[src/rtl/psu_pkg.sv]
package psu_pkg;

    localparam int MAX_LINE_BYTES = 16384;
    localparam int ADDR_W         = $clog2(MAX_LINE_BYTES);
    localparam int POS_W          = $clog2(MAX_LINE_BYTES + 1);
    localparam int PIX_W          = 3;
    localparam int MAX_PIX        = 4;
    localparam int SEL_W          = $clog2(MAX_PIX);
    localparam int CFG_W          = POS_W;

    typedef enum logic [0:0] {
        CFG_PIXEL_BYTES = 1'b0,
        CFG_LINE_BYTES  = 1'b1
    } cfg_idx_t;

    typedef enum logic [2:0] {
        FILT_NONE  = 3'd0,
        FILT_SUB   = 3'd1,
        FILT_UP    = 3'd2,
        FILT_AVG   = 3'd3,
        FILT_PAETH = 3'd4
    } filt_t;

    // one word held between the input side and the reconstruction stage
    typedef struct packed {
        logic              is_data;
        logic [ADDR_W-1:0] addr;
        logic [7:0]        data;
        logic              last;
        logic              above_zero;
        logic              bad;
        filt_t             filt;
        logic [SEL_W-1:0]  pix_sel;
    } s1_item_t;

endpackage

[src/rtl/psu_recon.sv]
module psu_recon (
    input  logic                       clk,
    input  logic                       rst_n,
    input  logic                       s1_valid,
    input  psu_pkg::s1_item_t          s1_item,
    output logic                       s1_ready,
    input  logic [7:0]                 rd_data,
    output logic                       wr_en,
    output logic [psu_pkg::ADDR_W-1:0] wr_addr,
    output logic [7:0]                 wr_data,
    output logic                       m_tvalid,
    input  logic                       m_tready,
    output logic [7:0]                 m_tdata,
    output logic                       m_tlast,
    output logic                       m_tuser
);

    import psu_pkg::*;

    logic [7:0] left_reg [MAX_PIX];
    logic [7:0] ul_reg   [MAX_PIX];
    logic       out_valid_reg, out_valid_next;
    logic [7:0] value_reg;
    logic       eol_reg;
    logic       bad_reg;

    logic [7:0] a, b, c, v;
    logic [8:0] avg_sum;
    logic       move;
    logic       load;

    function automatic logic [7:0] paeth(input logic [7:0] pa, input logic [7:0] pb,
                                          input logic [7:0] pc);
        logic signed [10:0] d_a, d_b, d_c;
        logic [9:0]         m_a, m_b, m_c;
        d_a = 11'(signed'({3'b000, pb})) - 11'(signed'({3'b000, pc}));
        d_b = 11'(signed'({3'b000, pa})) - 11'(signed'({3'b000, pc}));
        d_c = d_a + d_b;
        m_a = d_a[10] ? 10'(-d_a) : d_a[9:0];
        m_b = d_b[10] ? 10'(-d_b) : d_b[9:0];
        m_c = d_c[10] ? 10'(-d_c) : d_c[9:0];
        if (m_a <= m_b && m_a <= m_c)
        begin
            return pa;
        end
        else if (m_b <= m_c)
        begin
            return pb;
        end
        return pc;
    endfunction

    assign s1_ready = !s1_item.is_data || !out_valid_reg || m_tready;
    assign move     = s1_valid && s1_ready;
    assign load     = move && s1_item.is_data;

    always_comb
    begin
        a       = left_reg[s1_item.pix_sel];
        c       = ul_reg[s1_item.pix_sel];
        b       = s1_item.above_zero ? 8'd0 : rd_data;
        avg_sum = {1'b0, a} + {1'b0, b};
        if (s1_item.bad)
        begin
            v = s1_item.data;
        end
        else
        begin
            case (s1_item.filt)
                FILT_SUB:   v = s1_item.data + a;
                FILT_UP:    v = s1_item.data + b;
                FILT_AVG:   v = s1_item.data + avg_sum[8:1];
                FILT_PAETH: v = s1_item.data + paeth(a, b, c);
                default:    v = s1_item.data;
            endcase
        end
    end

    // pixel history: index 0 is the newest byte
    always_ff @(posedge clk or negedge rst_n)
    begin
        if (!rst_n)
        begin
            for (int i = 0; i < MAX_PIX; i++)
            begin
                left_reg[i] <= '0;
                ul_reg[i]   <= '0;
            end
        end
        else if (move)
        begin
            if (!s1_item.is_data)
            begin
                for (int i = 0; i < MAX_PIX; i++)
                begin
                    left_reg[i] <= '0;
                    ul_reg[i]   <= '0;
                end
            end
            else
            begin
                for (int i = MAX_PIX - 1; i > 0; i--)
                begin
                    left_reg[i] <= left_reg[i-1];
                    ul_reg[i]   <= ul_reg[i-1];
                end
                left_reg[0] <= v;
                ul_reg[0]   <= b;
            end
        end
    end

    always_comb
    begin
        out_valid_next = out_valid_reg;
        if (load)
        begin
            out_valid_next = 1'b1;
        end
        else if (m_tready)
        begin
            out_valid_next = 1'b0;
        end
    end

    always_ff @(posedge clk or negedge rst_n)
    begin
        if (!rst_n)
        begin
            out_valid_reg <= 1'b0;
        end
        else
        begin
            out_valid_reg <= out_valid_next;
        end
    end

    always_ff @(posedge clk)
    begin
        if (load)
        begin
            value_reg <= v;
            eol_reg   <= s1_item.last;
            bad_reg   <= s1_item.bad;
        end
    end

    assign wr_en    = load;
    assign wr_addr  = s1_item.addr;
    assign wr_data  = v;
    assign m_tvalid = out_valid_reg;
    assign m_tdata  = value_reg;
    assign m_tlast  = eol_reg;
    assign m_tuser  = bad_reg;

`ifndef SYNTHESIS
    a_wr_loads_out: assert property (@(posedge clk) disable iff (!rst_n)
        wr_en |=> out_valid_reg)
        else $error("line store written without a result");

    a_no_overwrite: assert property (@(posedge clk) disable iff (!rst_n)
        (out_valid_reg && !m_tready && s1_valid && s1_item.is_data) |-> !s1_ready)
        else $error("held result overwritten");

    a_hist_clear: assert property (@(posedge clk) disable iff (!rst_n)
        (move && !s1_item.is_data) |=> (left_reg[0] == 8'd0 && ul_reg[0] == 8'd0))
        else $error("history not cleared at line start");

    a_bad_pass: assert property (@(posedge clk) disable iff (!rst_n)
        (load && s1_item.bad) |=> (m_tdata == $past(s1_item.data) && m_tuser))
        else $error("bad-filter word not passed through");
`endif

endmodule

[config.mk]
export PLATFORM = sky130hd
export DESIGN_NAME = psu_recon
export DESIGN_NICKNAME = d
export VERILOG_FILES = /design/src/rtl/psu_pkg.sv /design/src/rtl/psu_recon.sv
export SDC_FILE = /design/constraint.sdc
export NUM_CORES = 1
export LEC_CHECK = 0
export ABC_AREA = 1
export BUFFER_PORTS_ARGS = -buffer_cell sky130_fd_sc_hd__buf_4
export CORE_MARGIN = 5
export CORE_UTILIZATION = 50
export CTS_CLUSTER_DIAMETER = 120
export CTS_CLUSTER_SIZE = 28
export DETAILED_ROUTE_END_ITERATION = 7
export GPL_TIMING_DRIVEN = 1
export PLACE_DENSITY = 0.7
export SKIP_CTS_REPAIR_TIMING = 1
export SLEW_MARGIN = 15
export SYNTH_ARGS = -nofsm -noshare
export SYNTH_HDL_FRONTEND = slang
export SYNTH_SLANG_ARGS = --single-unit
[constraint.sdc]
create_clock -name clk -period 21.2 [get_ports clk]
set_input_delay 6.36 -clock clk [delete_from_list [all_inputs] [get_ports clk]]
set_output_delay 6.36 -clock clk [all_outputs]
set_load 0.1 [all_outputs]
==> impl_summary.md <==
Outcome
The run finished with clean final reports.

Timing
The maximum clock frequency is between 40 and 50 MHz. The number of endpoints failing setup at the final stage is 0. The max-slew headroom at the worst pin is 34.84%. The final critical-path required period is 20.50 ns. The accumulated negative setup slack is 0 ns. The transition time at the pin with the least slew margin is 0.9760 ns. The setup skew after layout is 0.004210 ns.

Dividing the final minimum period by the clock period gives between 90% and 100%. The count of final max-slew check failures is 0. The final count of hold timing violations is 0. Setup repair after global routing left no endpoint under its margin.

Global routing
The number of global-route vias before repair came to 5909. The initial antenna violation count is 0. Global routing finished with a remaining overflow of 0. The pin count of the biggest net entering global routing is 66.

The first global-routing pass estimated approximately 30000 um of wire. The aggregate global-route resource usage is 22.49%.

Die
The region available for standard cell placement spans 13720 um^2. The number of placed I/O pins is 78. The cell row count is 43. The die outline height is 127.7 um. The overall die area is 16320 um^2. The starting density of the core is about half. The die is 127.7 um wide.

Placement
Buffers placed on the I/O ports in this run total 49. Once placement finished, the instance area stood at 7400 um^2. The last weighted congestion value of the routability-driven placer is a little under 1.

The half-perimeter wire length after placement is 13940 um.

Power
In this run the static leakage power is 3.970 nW. The maximum vdd ir drop is about 0.074 mV. The total power divided by cell area is 121.6 nW/um^2.

Synthesis
dfrtp_1 takes more of the synthesized area than any other cell. The distinct cell type count of the synthesized netlist is between 40 and 50. The register bit total from synthesis is 75.

Of all flip-flops after synthesis, the portion carrying an async set or reset was 86.67%. Among all flip-flop cells after synthesis, the most frequent one is dfrtp_1. The instance count of the mapped netlist is around 940. In this run the mean area of a mapped cell was 7.396 um^2. The commonest cells after synthesis are inv_1 (167), nand2_1 (156), ha_1 (69). The cell area after technology mapping is 6930 um^2. The area fraction of the dominant cell type after synthesis is 23.47%. The most numerous cell in the Yosys netlist is inv_1. The count of yosys warnings during synthesis is 0. The share of the Yosys chip area taken by registers is 27.80%.

Sorting the synthesized cells by area gives the leading types as dfrtp_1 (23%), ha_1 (12%), inv_1 (9.0%), nand2_1 (8.4%), a21oi_1 (4.7%). Counting flops with a built-in enable in the synthesized netlist gives 10.

Drt
The detail route stage leaves a number of antenna-violating nets equal to 0. The routed layout has 6238 vias. Using the TritonRoute via totals, the vias-per-cell ratio works out to 5.368. The post-detailed-routing wire length is around 18000 um.

After detailed routing, the number of remaining DRC violations is 0. The number of search-and-repair iterations in the first detailed-routing pass is 6. Dividing the detail-routed wire length by the instance count gives 15.49 um.

The number of DRC markers in iteration 0 is 462.

Worst hold path
In this run the worst hold path is classified as reg2reg.

CTS
The clock slew at the register clock pins of the worst setup and hold paths is 0.06 ns. The clock net in this run drives a total of between 70 and 80 sinks. The clock reaches the later pin of the worst-skew pair after 0.34 ns. The level count of the clock H-tree is 3. The library cell used as clock root buffer is clkbuf_16. TritonCTS built the clock tree. In this run the deepest clock path goes through 2 buffers. Counting the buffers created by CTS gives 9.

Layout
The area growth from synthesis to layout is 12.31%. Cells with a size suffix above 1 make up 16.40% of the layout. The final non-filler cell area is slightly below 8000 um^2.

The number of antenna diodes in the final layout is 0. For this run, the post-layout net count is around 1100.

Critical path
The most numerous cell type found on the critical path is nor2_1. For this run, the slowest stage of the critical path takes 0.45 ns. Of all nets on the critical path, the largest fanout is 46. The critical path capture point type is a primary output. The cell with the largest stage delay on the worst path is a221oi_1. STA classifies the critical path startpoint as an input pin. The kind of critical path is in2out.

The worst path required time is ~15 ns. The critical path data arrival time is roughly 14 ns.

Run
Max-cap violations in this run came to 0.
==> worst paths after layout <==
check / cells past startpoint / slack, ns / end / from
setup / recovery: 49 / 0.70 / wr_data[7] / s1_item[0]
hold / removal: 2 / 0.49 / left_reg[5] / left_reg[5]
setup reg to reg: 47 / 13.62 / m_tdata[7] / ul_reg[25]
hold reg to reg: 2 / 0.49 / left_reg[5] / left_reg[5]
max in group asynchronous: 1 / 14.56 / left_reg[0] / rst_n
min in group asynchronous: 1 / 6.11 / left_reg[25] / rst_n
==> critical path: cells and delay by family <==
| kind | cells | cell delay [ns] |
|---|---|---|
| XOR/XNOR | 2 | 0.46 |
| AND/OR/NAND/NOR | 22 | 1.92 |
| adder cells (fa/ha/maj) | 5 | 1.64 |
| buffers and inverters | 9 | 1.64 |
| AO/OA/AOI/OAI | 11 | 2.08 |
==> area by class of cell <==
type	count	area [um^2]
Inverter	181	690.7
Multi-Input combinational cell	648	4133
Clock buffer	10	229.0
Timing Repair Buffer	62	465.4
Tap cell	180	225.2
Fill cell	1304	5936
Sequential cell	75	1927
Clock inverter	6	113.9
==> where the power goes <==
| group | internal, mW | switching (mW) |
|---|---|---|
| logic | 0.213 | 0.400 |
| clock network | 0.115 | 0.0582 |
| registers | 0.156 | 0.00409 |
==> layout by cell type, fill, tap and decap left out, drive strengths merged, types with 2 or more instances in the layout <==
| master | count |
|---|---|
| o21ai | 58 |
| o211ai | 5 |
| conb | 4 |
| nand2 | 194 |
| a21o | 3 |
| a32oi | 3 |
| clkbuf | 10 |
| inv | 178 |
| xor2 | 23 |
| a31oi | 3 |
| ha | 69 |
| nand4 | 15 |
| a21oi | 68 |
| o21bai | 6 |
| o2111ai | 6 |
| clkinvlp | 3 |
| nor2 | 57 |
| dfrtp | 65 |
| or2 | 6 |
| bufinv | 3 |
| nand3 | 43 |
| o31ai | 2 |
| o22ai | 52 |
| nand3b | 2 |
| buf | 62 |
| nor3 | 10 |
| clkinv | 3 |
| edfxtp | 10 |
| xnor2 | 7 |
| a211oi | 2 |
| fa | 5 |
==> through the flow <==
stage	power, mW	std cells	utilization, %	worst slack [ns]	hold WS [ns]
4_1_cts	0.9469	1157	56.43	0.6126	0.4860
3_3_place_gp	0.7618	1141	53.94	0.8596	0.4635
6_report	0.9465	1162	56.74	0.7013	0.4864
3_5_place_dp	0.7696	1141	53.94	0.6304	0.4718
2_1_floorplan	0.6576	939	-	0.7489	0.4478
5_1_grt	1.040	1162	56.74	0.02110	0.5069
==> per-layer routing <==
metal  vias to the layer above  GRT usage, %  wire (um)
met2                       182         38.17       8384
met5                         -             0          0
met4                         0         5.306        405
li1                       3163             -          -
met1                      2863         29.79       8210
met3                        30         4.292        993
==> cells by family (layout without fill, tap and decap cells) <==
group	count (synthesis)	count (layout)	share of synthesized area, %
adder cells (fa/ha/maj)	74	74	13.90
AND/OR/NAND/NOR	329	329	23.54
AO/OA/AOI/OAI	211	211	18.14
XOR/XNOR	30	30	3.791
buffers and inverters	216	259	12.71
other	2	4	0.1084
flip-flops	75	75	27.80
Power figures use the tool's default switching activity.
