==> src/rtl/psu_pkg.sv <==
package psu_pkg;

    localparam int MAX_LINE_BYTES = 16384;
    localparam int ADDR_W         = $clog2(MAX_LINE_BYTES);
    localparam int POS_W          = $clog2(MAX_LINE_BYTES + 1);
    localparam int PIX_W          = 3;
    localparam int MAX_PIX        = 4;
    localparam int SEL_W          = $clog2(MAX_PIX);
    localparam int CFG_W          = POS_W;

    typedef enum logic [0:0] {
        CFG_PIXEL_BYTES = 1'b0,
        CFG_LINE_BYTES  = 1'b1
    } cfg_idx_t;

    typedef enum logic [2:0] {
        FILT_NONE  = 3'd0,
        FILT_SUB   = 3'd1,
        FILT_UP    = 3'd2,
        FILT_AVG   = 3'd3,
        FILT_PAETH = 3'd4
    } filt_t;

    // one word held between the input side and the reconstruction stage
    typedef struct packed {
        logic              is_data;
        logic [ADDR_W-1:0] addr;
        logic [7:0]        data;
        logic              last;
        logic              above_zero;
        logic              bad;
        filt_t             filt;
        logic [SEL_W-1:0]  pix_sel;
    } s1_item_t;

endpackage

==> src/rtl/psu_ctrl.sv <==
module psu_ctrl (
    input  logic                      clk,
    input  logic                      rst_n,
    input  logic                      cfg_we,
    input  psu_pkg::cfg_idx_t         cfg_index,
    input  logic [psu_pkg::CFG_W-1:0] cfg_data,
    input  logic                      s_tvalid,
    output logic                      s_tready,
    input  logic [7:0]                s_tdata,
    input  logic                      s_tuser,
    output logic                      s1_valid,
    output psu_pkg::s1_item_t         s1_item,
    input  logic                      s1_ready,
    output logic                      rd_en,
    output logic [psu_pkg::ADDR_W-1:0] rd_addr
);

    import psu_pkg::*;

    logic [PIX_W-1:0] pix_reg;
    logic [POS_W-1:0] len_reg;
    logic [POS_W-1:0] pos_reg, pos_next;
    logic             first_row_reg, first_row_next;
    filt_t            filt_reg, filt_next;
    logic             bad_reg, bad_next;
    logic             s1_valid_reg, s1_valid_next;
    s1_item_t         s1_item_reg, s1_item_next;

    logic [SEL_W-1:0] pix_sel;
    logic [POS_W-1:0] len_eff;
    logic [POS_W-1:0] x_raw;
    logic [POS_W-1:0] x;
    logic             last;
    logic             accept;
    logic             hdr;
    logic             hdr_bad;

    always_ff @(posedge clk or negedge rst_n)
    begin
        if (!rst_n)
        begin
            pix_reg <= PIX_W'(1);
            len_reg <= POS_W'(1);
        end
        else if (cfg_we)
        begin
            case (cfg_index)
                CFG_PIXEL_BYTES: pix_reg <= cfg_data[PIX_W-1:0];
                CFG_LINE_BYTES:  len_reg <= cfg_data[POS_W-1:0];
                default:         ;
            endcase
        end
    end

    always_comb
    begin
        if (pix_reg == '0)
        begin
            pix_sel = '0;
        end
        else if (pix_reg > PIX_W'(MAX_PIX))
        begin
            pix_sel = SEL_W'(MAX_PIX - 1);
        end
        else
        begin
            pix_sel = SEL_W'(pix_reg - PIX_W'(1));
        end

        if (len_reg == '0)
        begin
            len_eff = POS_W'(1);
        end
        else if (len_reg > POS_W'(MAX_LINE_BYTES))
        begin
            len_eff = POS_W'(MAX_LINE_BYTES);
        end
        else
        begin
            len_eff = len_reg;
        end

        x_raw = pos_reg - POS_W'(1);
        x     = (x_raw >= len_eff) ? (len_eff - POS_W'(1)) : x_raw;
        last  = ((x + POS_W'(1)) >= len_eff);
    end

    assign s_tready = !s1_valid_reg || s1_ready;
    assign accept   = s_tvalid && s_tready;
    assign hdr      = s_tuser || (pos_reg == '0);
    assign hdr_bad  = (s_tdata > 8'(FILT_PAETH));

    always_comb
    begin
        pos_next       = pos_reg;
        first_row_next = first_row_reg;
        filt_next      = filt_reg;
        bad_next       = bad_reg;
        s1_valid_next  = s1_valid_reg;
        s1_item_next   = s1_item_reg;

        if (accept)
        begin
            s1_valid_next           = 1'b1;
            s1_item_next.data       = s_tdata;
            s1_item_next.pix_sel    = pix_sel;
            s1_item_next.addr       = x[ADDR_W-1:0];
            s1_item_next.last       = last;
            s1_item_next.above_zero = first_row_reg;
            s1_item_next.bad        = bad_reg;
            s1_item_next.filt       = filt_reg;
            if (hdr)
            begin
                s1_item_next.is_data = 1'b0;
                if (s_tuser)
                begin
                    first_row_next = 1'b1;
                end
                bad_next  = hdr_bad;
                filt_next = hdr_bad ? FILT_NONE : filt_t'(s_tdata[2:0]);
                pos_next  = POS_W'(1);
            end
            else
            begin
                s1_item_next.is_data = 1'b1;
                if (last)
                begin
                    pos_next       = '0;
                    first_row_next = 1'b0;
                end
                else
                begin
                    pos_next = x + POS_W'(2);
                end
            end
        end
        else if (s1_valid_reg && s1_ready)
        begin
            s1_valid_next = 1'b0;
        end
    end

    always_ff @(posedge clk or negedge rst_n)
    begin
        if (!rst_n)
        begin
            pos_reg       <= '0;
            first_row_reg <= 1'b1;
            filt_reg      <= FILT_NONE;
            bad_reg       <= 1'b0;
            s1_valid_reg  <= 1'b0;
        end
        else
        begin
            pos_reg       <= pos_next;
            first_row_reg <= first_row_next;
            filt_reg      <= filt_next;
            bad_reg       <= bad_next;
            s1_valid_reg  <= s1_valid_next;
        end
    end

    always_ff @(posedge clk)
    begin
        s1_item_reg <= s1_item_next;
    end

    assign s1_valid = s1_valid_reg;
    assign s1_item  = s1_item_reg;
    assign rd_en    = accept && !hdr;
    assign rd_addr  = x[ADDR_W-1:0];

endmodule

==> config.mk <==
export PLATFORM = sky130hd
export DESIGN_NAME = psu_ctrl
export DESIGN_NICKNAME = d
export VERILOG_FILES = /design/src/rtl/psu_pkg.sv /design/src/rtl/psu_ctrl.sv
export SDC_FILE = /design/constraint.sdc
export NUM_CORES = 1
export LEC_CHECK = 0
export BUFFER_PORTS_ARGS = -buffer_cell sky130_fd_sc_hd__buf_2
export CORE_ASPECT_RATIO = 1.25
export CORE_UTILIZATION = 61
export CTS_CLUSTER_SIZE = 24
export DETAILED_ROUTE_END_ITERATION = 6
export PLACE_DENSITY_LB_ADDON = 0.15
export SLEW_MARGIN = 5
export SYNTH_ARGS = -nofsm -noshare
export SYNTH_HDL_FRONTEND = slang
export SYNTH_SLANG_ARGS = --single-unit
==> constraint.sdc <==
create_clock -name clk -period 12.95 [get_ports clk]
set_input_delay 0.6475 -clock clk [delete_from_list [all_inputs] [get_ports clk]]
set_output_delay 0.6475 -clock clk [all_outputs]
set_load 0.005 [all_outputs]
==> results.py, run 1 <==
metrics = {
    "worst_setup_path": {
        "reg2reg_from": "pos_reg[0]",
        "r2r_slack_ps": 5450,
        "start_kind": "flop",
        "critPathArrivalTime_ps": 7750,
        "startpoint": "pos_reg[0]",
        "r2r_cells": 25,
        "required_ps": 13200,
        "path_class": "reg2reg",
        "cp_max_fo": 37,
        "r2r_end": "pos_reg[6]",
        "end_kind": "flop",
    },
    "drt": {
        "route.detailed.drc": 0,
        "vias": 4077,
        "drt_wl_total_um": 12400,
        "avgRoutedWirePerCell_um": 19.1,
        "drt-initial-drc-count": 218,
        "ant_nets": 0,
        "viasPerCell": 6.29,
        "dr.pass1.iters": 5,
    },
    "logic_synthesis": {
        "yosysWarnings": 0,
        "yosys.area.top_type_share_pct": 19.3,
        "synth-edff-count": 31,
        "synth_compound_area_share_pct": 12.9,
        "synth_fp_nets": 547,
        "yosysTopAreaCell": "edfxtp_1",
        "synth_seq_area_share_pct": 39.6,
        "ys_ff_latch": 70,
        "synth.distinct_cells": 75,
        "muxShareOfSynthArea_pct": 7.60,
        "synth_top_family_by_area": "simple AND/OR/NAND/NOR gates",
        "ys.flop_type": "dfrtp_1",
        "synth.avg_cell_area_sq_um": 10.0,
        "async_flop_share_pct": 55.7,
        "synthAdderAreaFrac_pct": 9.07,
        "synth.most_common_cell": "nand2_1",
        "syn-cell-area_sq_um": 4830,
        "synth_simple_gate_area_share_pct": 20.8,
        "synth_area_leaders": "edfxtp_1 (19%), dfrtp_1 (19%), ha_1 (9.1%)",
        "synth_xor_area_share_pct": 6.69,
        "syn_inst": 482,
        "synth_common_cells": "nand2_1 (50), dfrtp_1 (36), ha_1 (35)",
    },
    "clocking": {
        "cts_sinks": 70,
        "h-tree-depth": 3,
        "clock_latency_ps": 350,
        "ctsHoldBuffers": 0,
        "ctsResizeCount": 0,
        "cts_made_buffers": 9,
        "clockBufferDepth": 2,
        "clkTransAtPathRegs_ps": 90,
        "cts_tree": "yes",
        "post-cts-setup-buffer-count": 0,
        "cts_root_buf": "clkbuf_8",
    },
    "global_route": {
        "grt_usage_pct": 31.7,
        "grt_pass1_wl_um": 19600,
        "antenna_found_initial": 0,
        "grt_pass1_vias": 4016,
        "overflow": 0,
        "grt_max_degree": 40,
    },
    "die": {
        "initial_core_util_pct": 64.1,
        "row_count": 35,
        "die_h_um": 101,
        "die_area_sq_um": 8270,
        "die_width_um": 81.6,
        "core_area_sq_um": 7530,
        "num_io_pins": 78,
    },
    "placement": {
        "port_buffers": 77,
        "pre_cts_slack_ps": 5670,
        "dpl.hpwl_um": 9210,
        "placed_cells": 632,
        "gp_congestion": 0.896,
    },
    "cells_and_area": {
        "layout-drive-gt1-share_pct": 25.0,
        "antenna_cells": 0,
        "nFillCells": 578,
        "stdcell_count": 648,
        "layout.nets": 616,
        "ff_latch_area_sq_um": 1910,
        "largest_reg_flops": 31,
        "multi_input_area_sq_um": 2750,
        "area_growth_pct": 13.5,
    },
    "timing": {
        "worstMarginPinSlew_ps": 1210,
        "slew_violations": 0,
        "period_share_pct": 57.9,
        "skew_ps": 9.81,
        "max-slew-margin-rel_pct": 19.2,
        "fin_crit_ps": 7500,
        "hold_viol": 0,
        "whs_ps": 415,
        "fmax_ghz": 0.133,
        "fin_ws_ps": 5450,
        "rsz0062_at_grt": "false",
        "fin_setup_tns_ps": 0,
        "setup-violations-final": 0,
    },
    "worst_hold_path": {
        "min_path_type": "in2async",
    },
    "run": {
        "maxCapViolCount": 0,
    },
    "status": {
        "run_status": "completed",
    },
}
-- cell type report --
cell class                 instances  area share [%]
tap                               92            2.10
inverter                          20            1.37
timing repair buffer              78            7.17
multi-input combinational        372            50.3
clock buffer                       9            2.26
clock inverter                     7            1.92
sequential                        70            34.9
-- cells in the final DEF, fill, tap and decap left out, types with 4 or more instances in the layout --
cell,count
nor2_1,24
dfrtp_1,36
or3_1,5
nand2b_1,10
mux2_2,20
ha_1,35
nand3b_1,7
nand2_1,50
a31oi_1,4
clkbuf_8,9
nor4_1,9
buf_2,77
o21ai_1,16
edfxtp_1,31
nand3_1,14
nand4_1,10
xnor2_1,20
a21o_1,6
o21ai_0,8
a21oi_1,19
mux2i_1,8
xor2_1,15
inv_1,20
nor3_1,12
-- worst max-delay path, cell delays in order, from the launching register on --
cell,delay (ps)
dfrtp_1,490
inv_1,120
ha_1,320
or3b_4,440
or4_4,470
nor4_4,300
xor2_2,140
ha_1,310
and3_1,180
nor4b_1,240
o41ai_1,150
nand3_1,100
buf_4,390
mux2i_1,820
ha_1,300
inv_1,90
nor3_2,450
o21ai_1,170
xnor2_1,160
ha_1,310
a21o_1,160
a21o_1,160
a21oi_1,210
o21a_1,260
nand2_1,290
o31ai_1,350
-- stage by stage --
step	instance area [sq um]	utilization (%)
after floorplan	4830	-
after global placement	5250	69.7
after detailed placement	5250	69.7
after CTS	5480	72.7
after global routing	5480	72.7
final	5480	72.7
-- worst max-delay path by stage --
stage | slack (ps) | cells after the start | to
2_1_floorplan | 6500 | 28 | pos_reg[1]
3_3_place_gp | 5940 | 25 | pos_reg[6]
3_5_place_dp | 5670 | 25 | pos_reg[6]
4_1_cts | 5590 | 25 | pos_reg[6]
5_1_grt | 5020 | 25 | pos_reg[6]
6_report | 5450 | 25 | pos_reg[6]
-- per-layer routing --
metal | part of all wire (%) | vias up | track usage (%) | wire length, um
met1 | 43 | 1974 | 39.7 | 5250
met3 | 4.4 | 25 | 5.50 | 544
li1 | - | 1931 | - | -
met2 | 51 | 147 | 54.6 | 6320
met5 | 0 | - | 0 | 0
met4 | 1.9 | 0 | 10.4 | 236
-- logic make-up after synthesis --
family,after synthesis
muxes,33
DFF,70
AOI/OAI and AO/OA,92
xor gates and xnor gates,36
buffers and inverters,40
and+or+nand+nor,176
adders and majority gates,35
Power of run 1 is not shown: default switching activity piles up to over one toggle a cycle in this logic, so the estimate is an artifact.
==> inputs of run 2 (changes only) <==
--- a/config.mk
+++ b/config.mk
@@ -7,7 +7,7 @@
 export LEC_CHECK = 0
 export BUFFER_PORTS_ARGS = -buffer_cell sky130_fd_sc_hd__buf_2
 export CORE_ASPECT_RATIO = 1.25
-export CORE_UTILIZATION = 61
+export CORE_UTILIZATION = 58
 export CTS_CLUSTER_SIZE = 24
 export DETAILED_ROUTE_END_ITERATION = 6
 export PLACE_DENSITY_LB_ADDON = 0.15
==> constraint.sdc (replaced) <==
create_clock -name clk -period 7.61 [get_ports clk]
set_input_delay 0.3805 -clock clk [delete_from_list [all_inputs] [get_ports clk]]
set_output_delay 0.3805 -clock clk [all_outputs]
set_load 0.005 [all_outputs]
==> run 2 against run 1 <==
Compared with the run above:
- die area grew 5.1%
- critical path depth unchanged
- hold slack got worse by 260 ps
- core utilization is 3.4 points lower
- flip-flop and latch count unchanged
- clock skew about the same
- first-iteration DRC count up 21%
- final area increased by 0.30%
- global-route usage fell by 2.7 points
- non-clock buffer count up 2
- critical endpoint unchanged
==> results.py, run 2 (same netlist as run 1, synthesis figures left out) <==
metrics = {
    "drt": {
        "dr.pass1.iters": 5,
        "route.detailed.drc": 0,
        "ant_nets": 0,
        "vias": 4006,
        "drt_wl_total_um": 12100,
        "viasPerCell": 6.13,
        "avgRoutedWirePerCell_um": 18.5,
        "drt-initial-drc-count": 263,
    },
    "cells_and_area": {
        "layout_commonest_cell": "buf_2",
        "layout.nets": 618,
        "area_growth_pct": 13.8,
        "mostFrequentLayoutCells": "buf_2 (77), nand2_1 (50), dfrtp_1 (36), ha_1 (35), edfxtp_1 (31)",
        "antenna_cells": 0,
        "layout-drive-gt1-share_pct": 25.3,
        "largest_reg_flops": 31,
    },
    "worst_setup_path": {
        "path_class": "reg2reg",
        "required_ps": 7870,
        "critPathArrivalTime_ps": 7310,
        "cp_max_fo": 32,
        "end_kind": "flop",
        "start_kind": "flop",
    },
    "clocking": {
        "cts_made_buffers": 9,
        "ctsHoldBuffers": 0,
        "clock_latency_ps": 350,
        "cts_tree": "yes",
        "clockBufferDepth": 2,
        "cts_root_buf": "clkbuf_8",
        "clkTransAtPathRegs_ps": 80,
        "cts_sinks": 70,
        "post-cts-setup-buffer-count": 0,
        "ctsResizeCount": 0,
        "h-tree-depth": 3,
    },
    "timing": {
        "fin_setup_tns_ps": 0,
        "skew_ps": 9.39,
        "worstMarginPinSlew_ps": 1210,
        "rsz0062_at_grt": "false",
        "period_share_pct": 92.5,
        "fmax_ghz": 0.142,
        "hold_viol": 0,
        "slew_violations": 0,
        "fin_crit_ps": 7040,
        "setup-violations-final": 0,
        "max-slew-margin-rel_pct": 19.2,
    },
    "global_route": {
        "overflow": 0,
        "grt_usage_pct": 29.0,
        "grt_max_degree": 40,
        "antenna_found_initial": 0,
        "grt_pass1_wl_um": 19900,
        "grt_pass1_vias": 4075,
    },
    "die": {
        "core_area_sq_um": 7930,
        "initial_core_util_pct": 60.9,
        "die_width_um": 83.6,
        "row_count": 36,
        "die_area_sq_um": 8690,
        "die_h_um": 104,
        "num_io_pins": 78,
    },
    "worst_hold_path": {
        "min_path_type": "in2async",
    },
    "placement": {
        "gp_congestion": 0.928,
        "dpl.hpwl_um": 9360,
        "port_buffers": 77,
    },
    "run": {
        "maxCapViolCount": 0,
    },
    "status": {
        "run_status": "completed",
    },
}
run 2: cell count changes in the layout (fill, tap and decap cells not counted):
cell / change
clkinv_4: -1
inv_6: +1
buf_4: +2
clkinvlp_4: -1
clkinv_2: +1
run 2: path summary, 6_finish.rpt:
check | startpoint | to | slack (ps) | depth (start not counted)
max | pos_reg[0] | pos_reg[6] | 570 | 25
min | rst_n | pos_reg[2] | 160 | 1
max reg2reg | pos_reg[0] | pos_reg[6] | 570 | 25
min reg2reg | bad_reg | s1_item[5] | 460 | 0
max in group asynchronous | rst_n | len_reg[12] | 6880 | 1
min in group clk | s_tdata[3] | s1_item[11] | 210 | 1
run 2: metrics by stage:
step,setup WS [ps],instances,area [sq um],hold slack (ps),util (%)
6_report,568,653,5490,160,69.3
3_3_place_gp,727,637,5270,425,66.4
3_5_place_dp,649,637,5270,440,66.4
5_1_grt,91.8,653,5490,196,69.3
2_1_floorplan,1160,482,4830,84.9,-
4_1_cts,597,653,5490,175,69.3
run 2: critical path, stage by stage, from the launching register on:
cell and delay, ps:
dfrtp_1 470, inv_1 110, ha_1 290, or3b_4 430
or4_4 460, nor4_4 280, xor2_2 140, ha_1 310
and3_1 160, nor4b_1 220, o41ai_1 140, nand3_1 240
buf_4 430, mux2i_1 380, ha_1 220, inv_1 80
nor3_2 470, o21ai_1 180, xnor2_1 170, ha_1 310
a21o_1 160, a21o_1 170, a21oi_1 230, o21a_1 270
nand2_1 280, o31ai_1 320
run 2: area by class of cell:
class	instances	area (sq um)
multi-input combinational	372	2750
clock buffer	9	124
fill	623	2430
timing repair buffer	80	408
sequential	70	1910
inverter	20	75.1
tap	95	119
clock inverter	7	103
run 2: metal layers:
| metal | vias to the layer above | GRT usage, % | wire length, um |
|---|---|---|---|
| met1 | 1911 | 35.5 | 5150 |
| met3 | 37 | 4.84 | 464 |
| li1 | 1932 | - | - |
| met5 | - | 0 | 0 |
| met2 | 126 | 49.7 | 6010 |
| met4 | 0 | 13.6 | 435 |
Power of run 2 is left out for the same reason.
